### config.mk
export PLATFORM = sky130hd
export DESIGN_NAME = ttf_ctrl
export DESIGN_NICKNAME = d
export VERILOG_FILES = /design/src/ttf_pkg.sv /design/src/ttf_ctrl.sv
export SDC_FILE = /design/constraint.sdc
export NUM_CORES = 1
export LEC_CHECK = 0
export BUFFER_PORTS_ARGS = -buffer_cell sky130_fd_sc_hd__clkbuf_2
export CAP_MARGIN = 5
export CORE_UTILIZATION = 30
export CTS_CLUSTER_SIZE = 8
export DETAILED_ROUTE_END_ITERATION = 7
export GPL_TIMING_DRIVEN = 0
export SLEW_MARGIN = 10
export SYNTH_ARGS = -nofsm -noshare
export SYNTH_HDL_FRONTEND = slang
export SYNTH_SLANG_ARGS = --single-unit
### constraint.sdc
create_clock -name clk -period 2.3 [get_ports clk]
set_clock_uncertainty 0.1 [all_clocks]
set_input_delay 0 -clock clk [delete_from_list [all_inputs] [get_ports clk]]
set_output_delay 0 -clock clk [all_outputs]
set_load 0.02 [all_outputs]
### src/ttf_pkg.sv
// ----------------------------------------------------------------------------
// ttf_pkg: shared types and constants of the triangle tangent frame block
// Widths of the fixed-point datapath, operand codes and the command/status
// bundles between controller and datapath.
// ----------------------------------------------------------------------------
package ttf_pkg;

  // Input coordinates (the fraction position does not change the unit vectors)
  localparam int COORD_W = 32;
  // Coordinate and texture differences
  localparam int DIFF_W = COORD_W + 1;
  // Signed product of two differences
  localparam int PROD_W = 2 * DIFF_W;
  // Accumulator for a difference of two products
  localparam int ACC_W = PROD_W + 2;
  // Scaled vector component: magnitude below 2^(SC_W-1)
  localparam int SC_W = 31;
  localparam int SC_TOP = SC_W - 1;
  // Output format
  localparam int OUT_W = 16;
  localparam int OUT_FRAC_BITS = 14;
  // Integer square root
  localparam int SQ_W = 64;
  localparam int SQRT_STEPS = SQ_W / 2;
  localparam int LEN_W = SQ_W / 2;
  // Rounded division
  localparam int QW = OUT_FRAC_BITS + 2;
  localparam int QX_W = (QW > OUT_W) ? QW : OUT_W;
  localparam int NUM_W = SC_W + OUT_FRAC_BITS;
  localparam int REM_W = LEN_W + 1;
  localparam int CNT_W = 6;
  localparam int RES_N = 9;

  typedef logic signed [COORD_W-1:0] coord_t;

  typedef struct packed {
    coord_t pos_x;
    coord_t pos_y;
    coord_t pos_z;
    coord_t tex_u;
    coord_t tex_v;
  } vtx_t;

  typedef struct packed {
    logic signed [OUT_W-1:0] tangent_x;
    logic signed [OUT_W-1:0] tangent_y;
    logic signed [OUT_W-1:0] tangent_z;
    logic signed [OUT_W-1:0] bitangent_x;
    logic signed [OUT_W-1:0] bitangent_y;
    logic signed [OUT_W-1:0] bitangent_z;
    logic signed [OUT_W-1:0] normal_x;
    logic signed [OUT_W-1:0] normal_y;
    logic signed [OUT_W-1:0] normal_z;
    logic                    degenerate;
  } frame_t;

  // Multiplier operand sources
  typedef enum logic [4:0] {
    SRC_DU1, SRC_DU2, SRC_DV1, SRC_DV2,
    SRC_E1X, SRC_E1Y, SRC_E1Z,
    SRC_E2X, SRC_E2Y, SRC_E2Z,
    SRC_TX, SRC_TY, SRC_TZ,
    SRC_BX, SRC_BY, SRC_BZ,
    SRC_NX, SRC_NY, SRC_NZ
  } src_t;

  typedef enum logic [1:0] {
    ACC_NONE, ACC_LOAD, ACC_SUB, ACC_ADD
  } acc_op_t;

  typedef enum logic [1:0] {
    VEC_T, VEC_B, VEC_N
  } vec_t;

  typedef struct packed {
    logic         store_corner;
    logic         corner_sel;
    logic         load_diff;
    src_t         a_src;
    src_t         b_src;
    acc_op_t      acc_op;
    logic         latch_det;
    logic         latch_tri;
    logic [1:0]   tri_idx;
    vec_t         vec;
    logic         scale_load;
    logic         scale_step;
    logic         scale_store;
    logic         sq_start;
    logic         sq_step;
    logic         div_start;
    logic         div_step;
    src_t         div_src;
    logic         res_write;
    logic [3:0]   res_idx;
    logic         set_bad;
    logic         put;
  } dp_cmd_t;

  typedef struct packed {
    logic acc_zero;
    logic scale_done;
    logic scale_zero;
    logic out_busy;
  } dp_stat_t;

endpackage

### src/ttf_ctrl.sv
// ----------------------------------------------------------------------------
// ttf_ctrl: sequencer of the triangle tangent frame block
// Counts corners and steps the datapath through products, scaling, square
// roots and divisions for each triangle.
// ----------------------------------------------------------------------------
module ttf_ctrl (
  input  logic              clk,
  input  logic              rst_n,
  input  logic              in_valid,
  output logic              in_ready,
  output ttf_pkg::dp_cmd_t  cmd,
  input  ttf_pkg::dp_stat_t stat
);

  typedef enum logic [2:0] {
    S_IDLE, S_PAIR, S_SCALE, S_SQ, S_SQRT, S_DIV, S_PUT
  } state_t;

  typedef struct packed {
    ttf_pkg::src_t a0;
    ttf_pkg::src_t b0;
    ttf_pkg::src_t a1;
    ttf_pkg::src_t b1;
    logic [1:0]    idx;
    ttf_pkg::vec_t vec;
  } pair_ops_t;

  state_t                    state_r, state_nxt;
  logic [1:0]                phase_r, phase_nxt;
  logic [3:0]                pair_r, pair_nxt;
  logic [2:0]                sub_r, sub_nxt;
  ttf_pkg::vec_t             vec_r, vec_nxt;
  logic [1:0]                comp_r, comp_nxt;
  logic [ttf_pkg::CNT_W-1:0] cnt_r, cnt_nxt;
  pair_ops_t                 ops;
  ttf_pkg::src_t             csrc;
  logic [3:0]                rbase;

  // product pairs: determinant, then T, B and N components
  function automatic pair_ops_t pair_ops(input logic [3:0] p);
    pair_ops_t o;
    o = '{ttf_pkg::SRC_DU1, ttf_pkg::SRC_DV2, ttf_pkg::SRC_DU2, ttf_pkg::SRC_DV1,
          2'd0, ttf_pkg::VEC_T};
    case (p)
      4'd1: o = '{ttf_pkg::SRC_DV2, ttf_pkg::SRC_E1X, ttf_pkg::SRC_DV1, ttf_pkg::SRC_E2X,
                  2'd0, ttf_pkg::VEC_T};
      4'd2: o = '{ttf_pkg::SRC_DV2, ttf_pkg::SRC_E1Y, ttf_pkg::SRC_DV1, ttf_pkg::SRC_E2Y,
                  2'd1, ttf_pkg::VEC_T};
      4'd3: o = '{ttf_pkg::SRC_DV2, ttf_pkg::SRC_E1Z, ttf_pkg::SRC_DV1, ttf_pkg::SRC_E2Z,
                  2'd2, ttf_pkg::VEC_T};
      4'd4: o = '{ttf_pkg::SRC_DU1, ttf_pkg::SRC_E2X, ttf_pkg::SRC_DU2, ttf_pkg::SRC_E1X,
                  2'd0, ttf_pkg::VEC_B};
      4'd5: o = '{ttf_pkg::SRC_DU1, ttf_pkg::SRC_E2Y, ttf_pkg::SRC_DU2, ttf_pkg::SRC_E1Y,
                  2'd1, ttf_pkg::VEC_B};
      4'd6: o = '{ttf_pkg::SRC_DU1, ttf_pkg::SRC_E2Z, ttf_pkg::SRC_DU2, ttf_pkg::SRC_E1Z,
                  2'd2, ttf_pkg::VEC_B};
      4'd7: o = '{ttf_pkg::SRC_TY, ttf_pkg::SRC_BZ, ttf_pkg::SRC_TZ, ttf_pkg::SRC_BY,
                  2'd0, ttf_pkg::VEC_N};
      4'd8: o = '{ttf_pkg::SRC_TZ, ttf_pkg::SRC_BX, ttf_pkg::SRC_TX, ttf_pkg::SRC_BZ,
                  2'd1, ttf_pkg::VEC_N};
      4'd9: o = '{ttf_pkg::SRC_TX, ttf_pkg::SRC_BY, ttf_pkg::SRC_TY, ttf_pkg::SRC_BX,
                  2'd2, ttf_pkg::VEC_N};
      default: ;
    endcase
    return o;
  endfunction

  function automatic ttf_pkg::src_t comp_src(input ttf_pkg::vec_t v, input logic [1:0] c);
    ttf_pkg::src_t s;
    s = ttf_pkg::SRC_TX;
    case ({v, c})
      {ttf_pkg::VEC_T, 2'd1}: s = ttf_pkg::SRC_TY;
      {ttf_pkg::VEC_T, 2'd2}: s = ttf_pkg::SRC_TZ;
      {ttf_pkg::VEC_B, 2'd0}: s = ttf_pkg::SRC_BX;
      {ttf_pkg::VEC_B, 2'd1}: s = ttf_pkg::SRC_BY;
      {ttf_pkg::VEC_B, 2'd2}: s = ttf_pkg::SRC_BZ;
      {ttf_pkg::VEC_N, 2'd0}: s = ttf_pkg::SRC_NX;
      {ttf_pkg::VEC_N, 2'd1}: s = ttf_pkg::SRC_NY;
      {ttf_pkg::VEC_N, 2'd2}: s = ttf_pkg::SRC_NZ;
      default: ;
    endcase
    return s;
  endfunction

  // next state and commands
  always_comb begin
    state_nxt = state_r;
    phase_nxt = phase_r;
    pair_nxt  = pair_r;
    sub_nxt   = sub_r;
    vec_nxt   = vec_r;
    comp_nxt  = comp_r;
    cnt_nxt   = cnt_r;
    cmd       = '0;
    in_ready  = 1'b0;
    ops       = pair_ops(pair_r);
    csrc      = comp_src(vec_r, comp_r);
    unique case (vec_r)
      ttf_pkg::VEC_T: rbase = 4'd0;
      ttf_pkg::VEC_B: rbase = 4'd3;
      default:        rbase = 4'd6;
    endcase

    unique case (state_r)
      S_IDLE: begin
        in_ready = 1'b1;
        if (in_valid) begin
          if (phase_r != 2'd2) begin
            cmd.store_corner = 1'b1;
            cmd.corner_sel   = phase_r[0];
            phase_nxt        = phase_r + 2'd1;
          end else begin
            cmd.load_diff = 1'b1;
            phase_nxt     = 2'd0;
            pair_nxt      = 4'd0;
            sub_nxt       = 3'd0;
            state_nxt     = S_PAIR;
          end
        end
      end
      S_PAIR: begin
        case (sub_r)
          3'd0: begin
            cmd.a_src  = ops.a0;
            cmd.b_src  = ops.b0;
            cmd.acc_op = ttf_pkg::ACC_LOAD;
            sub_nxt    = sub_r + 3'd1;
          end
          3'd1: begin
            cmd.a_src  = ops.a1;
            cmd.b_src  = ops.b1;
            cmd.acc_op = ttf_pkg::ACC_SUB;
            sub_nxt    = sub_r + 3'd1;
          end
          3'd2: sub_nxt = sub_r + 3'd1;
          default: begin
            sub_nxt = 3'd0;
            if (pair_r == 4'd0) begin
              cmd.latch_det = 1'b1;
              if (stat.acc_zero) begin
                cmd.set_bad = 1'b1;
                state_nxt   = S_PUT;
              end else begin
                pair_nxt = pair_r + 4'd1;
              end
            end else begin
              cmd.latch_tri = 1'b1;
              cmd.tri_idx   = ops.idx;
              cmd.vec       = ops.vec;
              if (ops.idx == 2'd2) begin
                vec_nxt   = ops.vec;
                state_nxt = S_SCALE;
              end else begin
                pair_nxt = pair_r + 4'd1;
              end
            end
          end
        endcase
      end
      S_SCALE: begin
        cmd.vec = vec_r;
        if (sub_r == 3'd0) begin
          cmd.scale_load = 1'b1;
          sub_nxt        = 3'd1;
        end else if (stat.scale_zero) begin
          cmd.set_bad = 1'b1;
          state_nxt   = S_PUT;
        end else if (stat.scale_done) begin
          cmd.scale_store = 1'b1;
          sub_nxt         = 3'd0;
          unique case (vec_r)
            ttf_pkg::VEC_T: begin
              pair_nxt  = 4'd4;
              state_nxt = S_PAIR;
            end
            ttf_pkg::VEC_B: begin
              pair_nxt  = 4'd7;
              state_nxt = S_PAIR;
            end
            default: begin
              vec_nxt   = ttf_pkg::VEC_T;
              comp_nxt  = 2'd0;
              state_nxt = S_SQ;
            end
          endcase
        end else begin
          cmd.scale_step = 1'b1;
        end
      end
      // sum of squares of the current vector
      S_SQ: begin
        case (sub_r) inside
          3'd0, 3'd1, 3'd2: begin
            cmd.a_src  = comp_src(vec_r, sub_r[1:0]);
            cmd.b_src  = comp_src(vec_r, sub_r[1:0]);
            cmd.acc_op = (sub_r == 3'd0) ? ttf_pkg::ACC_LOAD : ttf_pkg::ACC_ADD;
            sub_nxt    = sub_r + 3'd1;
          end
          3'd3: sub_nxt = sub_r + 3'd1;
          default: begin
            cmd.sq_start = 1'b1;
            cnt_nxt      = '0;
            state_nxt    = S_SQRT;
          end
        endcase
      end
      S_SQRT: begin
        cmd.sq_step = 1'b1;
        cnt_nxt     = cnt_r + 1'b1;
        if (cnt_r == ttf_pkg::CNT_W'(ttf_pkg::SQRT_STEPS - 1)) begin
          comp_nxt  = 2'd0;
          sub_nxt   = 3'd0;
          state_nxt = S_DIV;
        end
      end
      S_DIV: begin
        cmd.div_src = csrc;
        if (sub_r == 3'd0) begin
          cmd.div_start = 1'b1;
          sub_nxt       = 3'd1;
          cnt_nxt       = '0;
        end else if (cnt_r != ttf_pkg::CNT_W'(ttf_pkg::QW)) begin
          cmd.div_step = 1'b1;
          cnt_nxt      = cnt_r + 1'b1;
        end else begin
          cmd.res_write = 1'b1;
          cmd.res_idx   = rbase + 4'(comp_r);
          sub_nxt       = 3'd0;
          if (comp_r == 2'd2) begin
            unique case (vec_r)
              ttf_pkg::VEC_T: begin
                vec_nxt   = ttf_pkg::VEC_B;
                state_nxt = S_SQ;
              end
              ttf_pkg::VEC_B: begin
                vec_nxt   = ttf_pkg::VEC_N;
                state_nxt = S_SQ;
              end
              default: state_nxt = S_PUT;
            endcase
          end else begin
            comp_nxt = comp_r + 2'd1;
          end
        end
      end
      S_PUT: begin
        if (!stat.out_busy) begin
          cmd.put   = 1'b1;
          state_nxt = S_IDLE;
        end
      end
      default: state_nxt = S_IDLE;
    endcase
  end

  // state register
  always_ff @(posedge clk) begin
    if (!rst_n) begin
      state_r <= S_IDLE;
      phase_r <= 2'd0;
      pair_r  <= 4'd0;
      sub_r   <= 3'd0;
      vec_r   <= ttf_pkg::VEC_T;
      comp_r  <= 2'd0;
      cnt_r   <= '0;
    end else begin
      state_r <= state_nxt;
      phase_r <= phase_nxt;
      pair_r  <= pair_nxt;
      sub_r   <= sub_nxt;
      vec_r   <= vec_nxt;
      comp_r  <= comp_nxt;
      cnt_r   <= cnt_nxt;
    end
  end

  a_third_vertex: assert property (@(posedge clk) disable iff (!rst_n)
    (in_valid && in_ready && phase_r == 2'd2) |=> (state_r == S_PAIR && phase_r == 2'd0))
    else $error("third vertex did not start a triangle");

  a_phase_busy: assert property (@(posedge clk) disable iff (!rst_n)
    (state_r != S_IDLE) |-> (phase_r == 2'd0))
    else $error("corner count not cleared while working");

  a_sqrt_cnt: assert property (@(posedge clk) disable iff (!rst_n)
    (state_r == S_SQRT) |-> (cnt_r < ttf_pkg::CNT_W'(ttf_pkg::SQRT_STEPS)))
    else $error("square root ran past its step count");

endmodule

# --- Word-level counts from Yosys, hierarchy flattened ---
# Cells that the tools add are included.
word_totals:
  reg_bits: 22
  inputBits: 7
  out_inout_bits: 41
  elab_cells: 206
op_classes:
  add_sub_neg: 6
  eq_ne: 69
  n_mux: 106
  n_reduce_logical: 18
op_table:
  columns: ["operator", "n"]
  rows:
  - ["one-hot mux 23 bit (9 select lines)", 1]
  - ["2-to-1 mux 3 bit", 31]
  - ["one-hot mux 5 bit (8 select lines)", 2]
  - ["one-hot mux 12 bit (2 select lines)", 2]
  - ["equality test 4 x 3 -> 1 bit (second input constant)", 10]
  - ["2-to-1 mux 2 bit", 20]
  - ["2-to-1 mux 4 bit", 10]
  - ["!= test 2 bit (second input constant)", 18]
  - ["!= test 3 bit (second input constant)", 12]
  - ["equality test 4 bit (second input constant)", 8]
  - ["2-to-1 mux 6 bit", 5]
  - ["2-to-1 mux 12 bit", 2]
  - ["one-hot mux 3 bit (7 select lines)", 1]
  - ["2-to-1 mux 1 bit", 19]
  - ["one-hot mux 3 bit (6 select lines)", 1]
  - ["one-hot mux 6 bit (3 select lines)", 1]
  - ["equality test 4 x 2 -> 1 bit (second input constant)", 4]
  - ["2-to-1 mux 5 bit", 3]
  - ["AND reduction 14 bit", 1]
  - ["equality test 3 x 2 -> 1 bit (second input constant)", 4]
  - ["equality test 4 x 1 -> 1 bit (second input constant)", 3]
  - ["one-hot mux 2 bit (3 select lines)", 2]
  - ["one-hot mux 4 bit (3 select lines)", 1]
  - ["AND reduction 12 bit", 1]
  - ["27 further kinds", 37]

# --- Logic depth before layout (Yosys ltp) ---
depth:
  ltp_word: 7
  depth_mapped: 9
  ltp_nobuf: 8

# --- Worst setup path after synthesis ---
# No wires, ideal clock.
synth_path:
  path_kind: "reg2out"
  startpoint: "register sub_r[1]"
  endpoint: "output port cmd[21] (netlist name)"
  t_arrival_ns: 2.161
  required_ns: 2.200
  setup_slack_ns: 0.039
  path_stages_with_launch: 8
  n_path_buf: 0
  cell_sequence: "dfxtp_1 > inv_1 > ha_1 > nor3_2 > nor2_1 > nor3_2 > nand2_1 > a211oi_1"
synth_rtl:
  columns: ["item", "line_no", "source"]
  rows:
  - ["from (decl)", "ttf_ctrl.sv:31", "logic [2:0] sub_r, sub_nxt;"]
  - ["from (signal assigned)", "ttf_ctrl.sv:270", "sub_r <= sub_nxt;"]
  - ["to (decl)", "ttf_ctrl.sv:11", "output ttf_pkg::dp_cmd_t cmd,"]

==> out/results.env <==
TIMING.CRITICAL_PATH.CELLS='buf_6, or3b_1, buf_4, nor3_4, buf_4, nand2_1, o21ai_0, buf_2'
MET1WIRELENGTH_UM=4122
SYNTH.LIB_CELLS_USED.DISTINCT=80
STARTPOINT_TO_ENDPOINT_CLASS_OF_THE_CRITICAL_PATH='flop to primary output'
WORST_HOLD_PATH.ENDPOINT='phase_r[0]$_SDFFE_PN0P_'
SYNTH.CELLS.MOST_FREQUENT='60 x sky130_fd_sc_hd__nor2_1, 30 x sky130_fd_sc_hd__nand2_1, 23 x sky130_fd_sc_hd__a21oi_1, 23 x sky130_fd_sc_hd__o21ai_0, 22 x sky130_fd_sc_hd__dfxtp_1'
AVGVIACOUNTPERCELL=5.598
FIRST_ITER_VIOLATIONS=204
SLEW_HEADROOM=0.6569
GRT_ANTENNA_BEFORE_REPAIR=0
FLOORPLAN.DIE.WIDTH_UM=96.61
RRSETUPSLACK_PS=130
ROUTABILITY_CONGESTION_ESTIMATE_FROM_GLOBAL_PLACEMENT=0.8952
SYNTH_SEQUENTIAL_AREA_RATIO=0.1640
MAX_CLOCK_FREQ_MHz=448.4
STATIC-LEAKAGE-POWER_nW=1.406
FINALCOREUTILIZATION=0.3972
SYNTH_TOP_AREA_CELL='sky130_fd_sc_hd__dfxtp_1'
AREA_GROWTH_SYN_TO_LAYOUT_PCT=28.38
MIN_PERIOD_OVER_PERIOD=0.9697
CLK-INSERTION-DELAY-LATE_PS=280
MAXIMUM_NUMBER_OF_PINS_ON_ONE_NET_BEFORE_GLOBAL_ROUTE_REPAIR=14
CTSLONGESTPATHBUFFERS=2
CPMAXSTAGEDELAYCELL='sky130_fd_sc_hd__or3b_1'
SETUP-VIOLATIONS-FINAL=0
SETUP.WORST_PATH.END_CLASS='primary output'
CRITPATHTOPFAMILY='simple AND/OR/NAND/NOR gates'
WORST_SLEW_PIN_SLEW_PS=510.2
FINAL-MAX-SLEW-VIOLATION-COUNT=0
CLKSINKCOUNT=22
HPWL_UM=6522
LAYOUT_MIN_CYCLE_TIME_PS=2230
TOTALNEGATIVESETUPSLACK_PS=0
NUMPLACEDINSTANCES=529
GRT_PASS1_VIAS=2768
DRC=0
STD_CELL_ROWS=34
COREAREA_UM2=8678
CP.BUFFERS_INVERTERS=4
HOLDPATHSTAGES=4
WORST_PATH_LARGEST_CELL_DELAY_PS=360
POSTSYNTH.ASYNCRESETSHARE=0
FLOORPLAN.DIE_AREA_UM2=9333
VIA_COUNT=3023
HOLD_CLASS='primary input to flop'
CTS-HTREE-LEVELS=1
SYNTH_MOST_COMMON_CELL='sky130_fd_sc_hd__nor2_1'
FIRST_PASS_GRT_WIRE_LENGTH_UM=14160
FINAL_NET_COUNT=457
IOS=48
CTS_ROOT_BUF='sky130_fd_sc_hd__clkbuf_8'
OUTCOME='finished, final reports clean'
CP_NUM_CELLS=8
MAX_USED_LAYER='met4'
SYN-CELL-AREA_UM2=2685
SYNTH.TOP_CELL.AREA_SHARE=0.1640
DIE_HEIGHT_UM=96.61
STDCELL_COUNT=540
SYN-INSTANCE-COUNT=374
YOSYSWARNINGS=0
YS_SEQ_ELEMENTS=22
REQUIRED_WORST_ENDPOINT_PS=2200
DR.PASS1.ITERS=5
MET3_WIRELENGTH_UM=425
ROUTED_WL_UM=8738
CTS_TREE='yes'
FIN_AREA_UM2=3447
GR-USAGE-ALL-LAYERS=0.1810
POSTROUTEANTENNANETS=0
POSTSYNTHNETCOUNT=398
DRV_CAP=0
GR-TOTAL-OVERFLOW=0
R2R_START='sub_r[1]$_SDFFE_PN0P_'
POWER.IR.VDD_WORST_V=0.0004195
FINAL_HOLD_VIOL_COUNT=0
ANTENNA_CELLS=0
PLACED_AREA_UM2=3055
CRITICAL_PATH.MAX_FANOUT=9
FLOORPLAN.INITIALDENSITY=0.3094
POWER.DENSITY_CELL_AREA_nW_PER_UM2=872.9
CP-START-KIND='flop'
ARRIVAL_PS=2130
WORST-R2R-CELL-COUNT=9
ROUTE.DETAILED.WL_PER_INST_UM=16.18
CTS-BUFFERS-INSERTED=3
R2R_END='sub_r[2]$_SDFFE_PN0P_'
PLACEMENT.IO_BUFFERS=47
SYN-MEAN-INSTANCE-AREA_UM2=7.179
GRT_SETUP_UNREPAIRED='true'
NUMBER_OF_SYNTHESIZED_FLOPS_WITH_AN_ENABLE_PIN=0
CLKSLEWWORSTSETUPHOLDPATHS_PS=90
POST_ROUTE_CELLS_DRIVE_ABOVE_1_SHARE=0.3287
SYNTH-MAIN-FF-CELL='sky130_fd_sc_hd__dfxtp_1'
CRITICAL_PATH.MOST_COMMON_CELL='sky130_fd_sc_hd__buf_4'
HOLD_PATH_STARTPOINT='in_valid'
MET2_WIRELENGTH_UM=4039
LEADING_POST_SYNTHESIS_CELLS_BY_CELL_AREA='sky130_fd_sc_hd__dfxtp_1 16%, sky130_fd_sc_hd__nor2_1 8.4%, sky130_fd_sc_hd__ha_1 7.5%, sky130_fd_sc_hd__a21oi_1 4.3%, sky130_fd_sc_hd__o21ai_0 4.3%'
## worst reg2reg max path: cells and delay by family (launching register included)
kind	cells	cell delay (ps)
AO/OA/AOI/OAI	3	620
AND/OR/NAND/NOR	3	570
adder cells (fa/ha/maj)	1	210
flip-flops	1	370
buffers and inverters	2	230
## state kept, by name, summed over array words and instances, names as in the netlist
signal   cells
comp_r       2
cnt_r        6
vec_r        2
sub_r        3
phase_r      2
state_r      3
pair_r       4
## stage by stage
stage / power (mW) / hold WS, ps / setup WS [ps]
2_1_floorplan: 1.837 / -17.36 / 38.56
3_3_place_gp: 2.233 / 224.1 / -123.1
3_5_place_dp: 2.255 / 219.4 / -110.5
4_1_cts: 2.742 / 44.34 / 1.458
5_1_grt: 3.233 / 127.0 / -38.63
6_report: 3.009 / 50.56 / 69.70
## cells by family (layout without fill, tap and decap cells)
family,after synthesis,count (layout),synth area share
flip-flops,22,22,0.1640
multiplexers,5,5,0.01864
AND/OR/NAND/NOR,176,176,0.3616
buffers and inverters,44,102,0.08154
adder cells (fa/ha/maj),17,17,0.08201
AO/OA/AOI/OAI,105,105,0.2759
XOR/XNOR,5,5,0.01631
## layer usage
layer / track usage / up-vias
met5: 0 / -
met2: 0.2855 / 116
met3: 0.01662 / 15
met4: 0.05741 / 0
met1: 0.2591 / 1435
li1: - / 1457
## what timing repair did
action,4_1_cts,5_1_grt
buffers inserted,1,6
hold buffers,1,0
setup endpoints to repair,24,31
hold endpoints to repair,2,0
cloned,0,0
pin swaps,5,8
resized for setup,21,70
## area by class of cell
| cell class | instances | area [um2] |
|---|---|---|
| clock inverters | 1 | 30.03 |
| clock buffers | 3 | 41.29 |
| repair buffers | 55 | 302.8 |
| fillers | 923 | 5231 |
| multi-input cells | 308 | 2221 |
| plain buffers | 25 | 190.2 |
| inverters | 18 | 71.32 |
| well taps | 108 | 135.1 |
| flip-flops and latches | 22 | 455.4 |
## worst max-delay path by stage
stage | start | end
floorplan | sub_r[1]$_SDFFE_PN0P_ | cmd[21]
detailed placement | pair_r[0]$_SDFFE_PN0P_ | state_r[0]$_SDFFE_PN0P_
global route | pair_r[0]$_SDFFE_PN0P_ | cmd[33]
finish | state_r[0]$_SDFFE_PN0P_ | cmd[20]
global placement | pair_r[0]$_SDFFE_PN0P_ | vec_r[1]$_SDFFE_PN0P_
CTS | pair_r[0]$_SDFFE_PN0P_ | cmd[33]
## power breakdown
group,switching [mW],total [mW],internal (mW)
Combinational,1.28,2.13,0.847
Clock,0.145,0.379,0.233
Sequential,0.0625,0.503,0.441
Total,1.49,3.01,1.52
## layout by cell type, fill, tap and decap left out, types with 4 or more instances in the layout
cell / count
sky130_fd_sc_hd__nor2_1: 58
sky130_fd_sc_hd__clkbuf_2: 45
sky130_fd_sc_hd__nand2_1: 29
sky130_fd_sc_hd__a21oi_1: 21
sky130_fd_sc_hd__o21ai_0: 19
sky130_fd_sc_hd__nor3_1: 16
sky130_fd_sc_hd__dfxtp_1: 16
sky130_fd_sc_hd__inv_1: 15
sky130_fd_sc_hd__buf_4: 12
sky130_fd_sc_hd__buf_2: 10
sky130_fd_sc_hd__ha_1: 10
sky130_fd_sc_hd__buf_6: 8
sky130_fd_sc_hd__o21ai_1: 8
sky130_fd_sc_hd__nand2b_1: 7
sky130_fd_sc_hd__a31oi_1: 7
sky130_fd_sc_hd__and3_1: 7
sky130_fd_sc_hd__mux2i_1: 5
sky130_fd_sc_hd__or3_1: 5
sky130_fd_sc_hd__o211ai_1: 5
sky130_fd_sc_hd__nand4_1: 5
sky130_fd_sc_hd__o31ai_1: 4
sky130_fd_sc_hd__o22ai_1: 4
sky130_fd_sc_hd__xor2_1: 4
sky130_fd_sc_hd__ha_4: 4
Note: power is estimated with default switching activity, not from simulation.
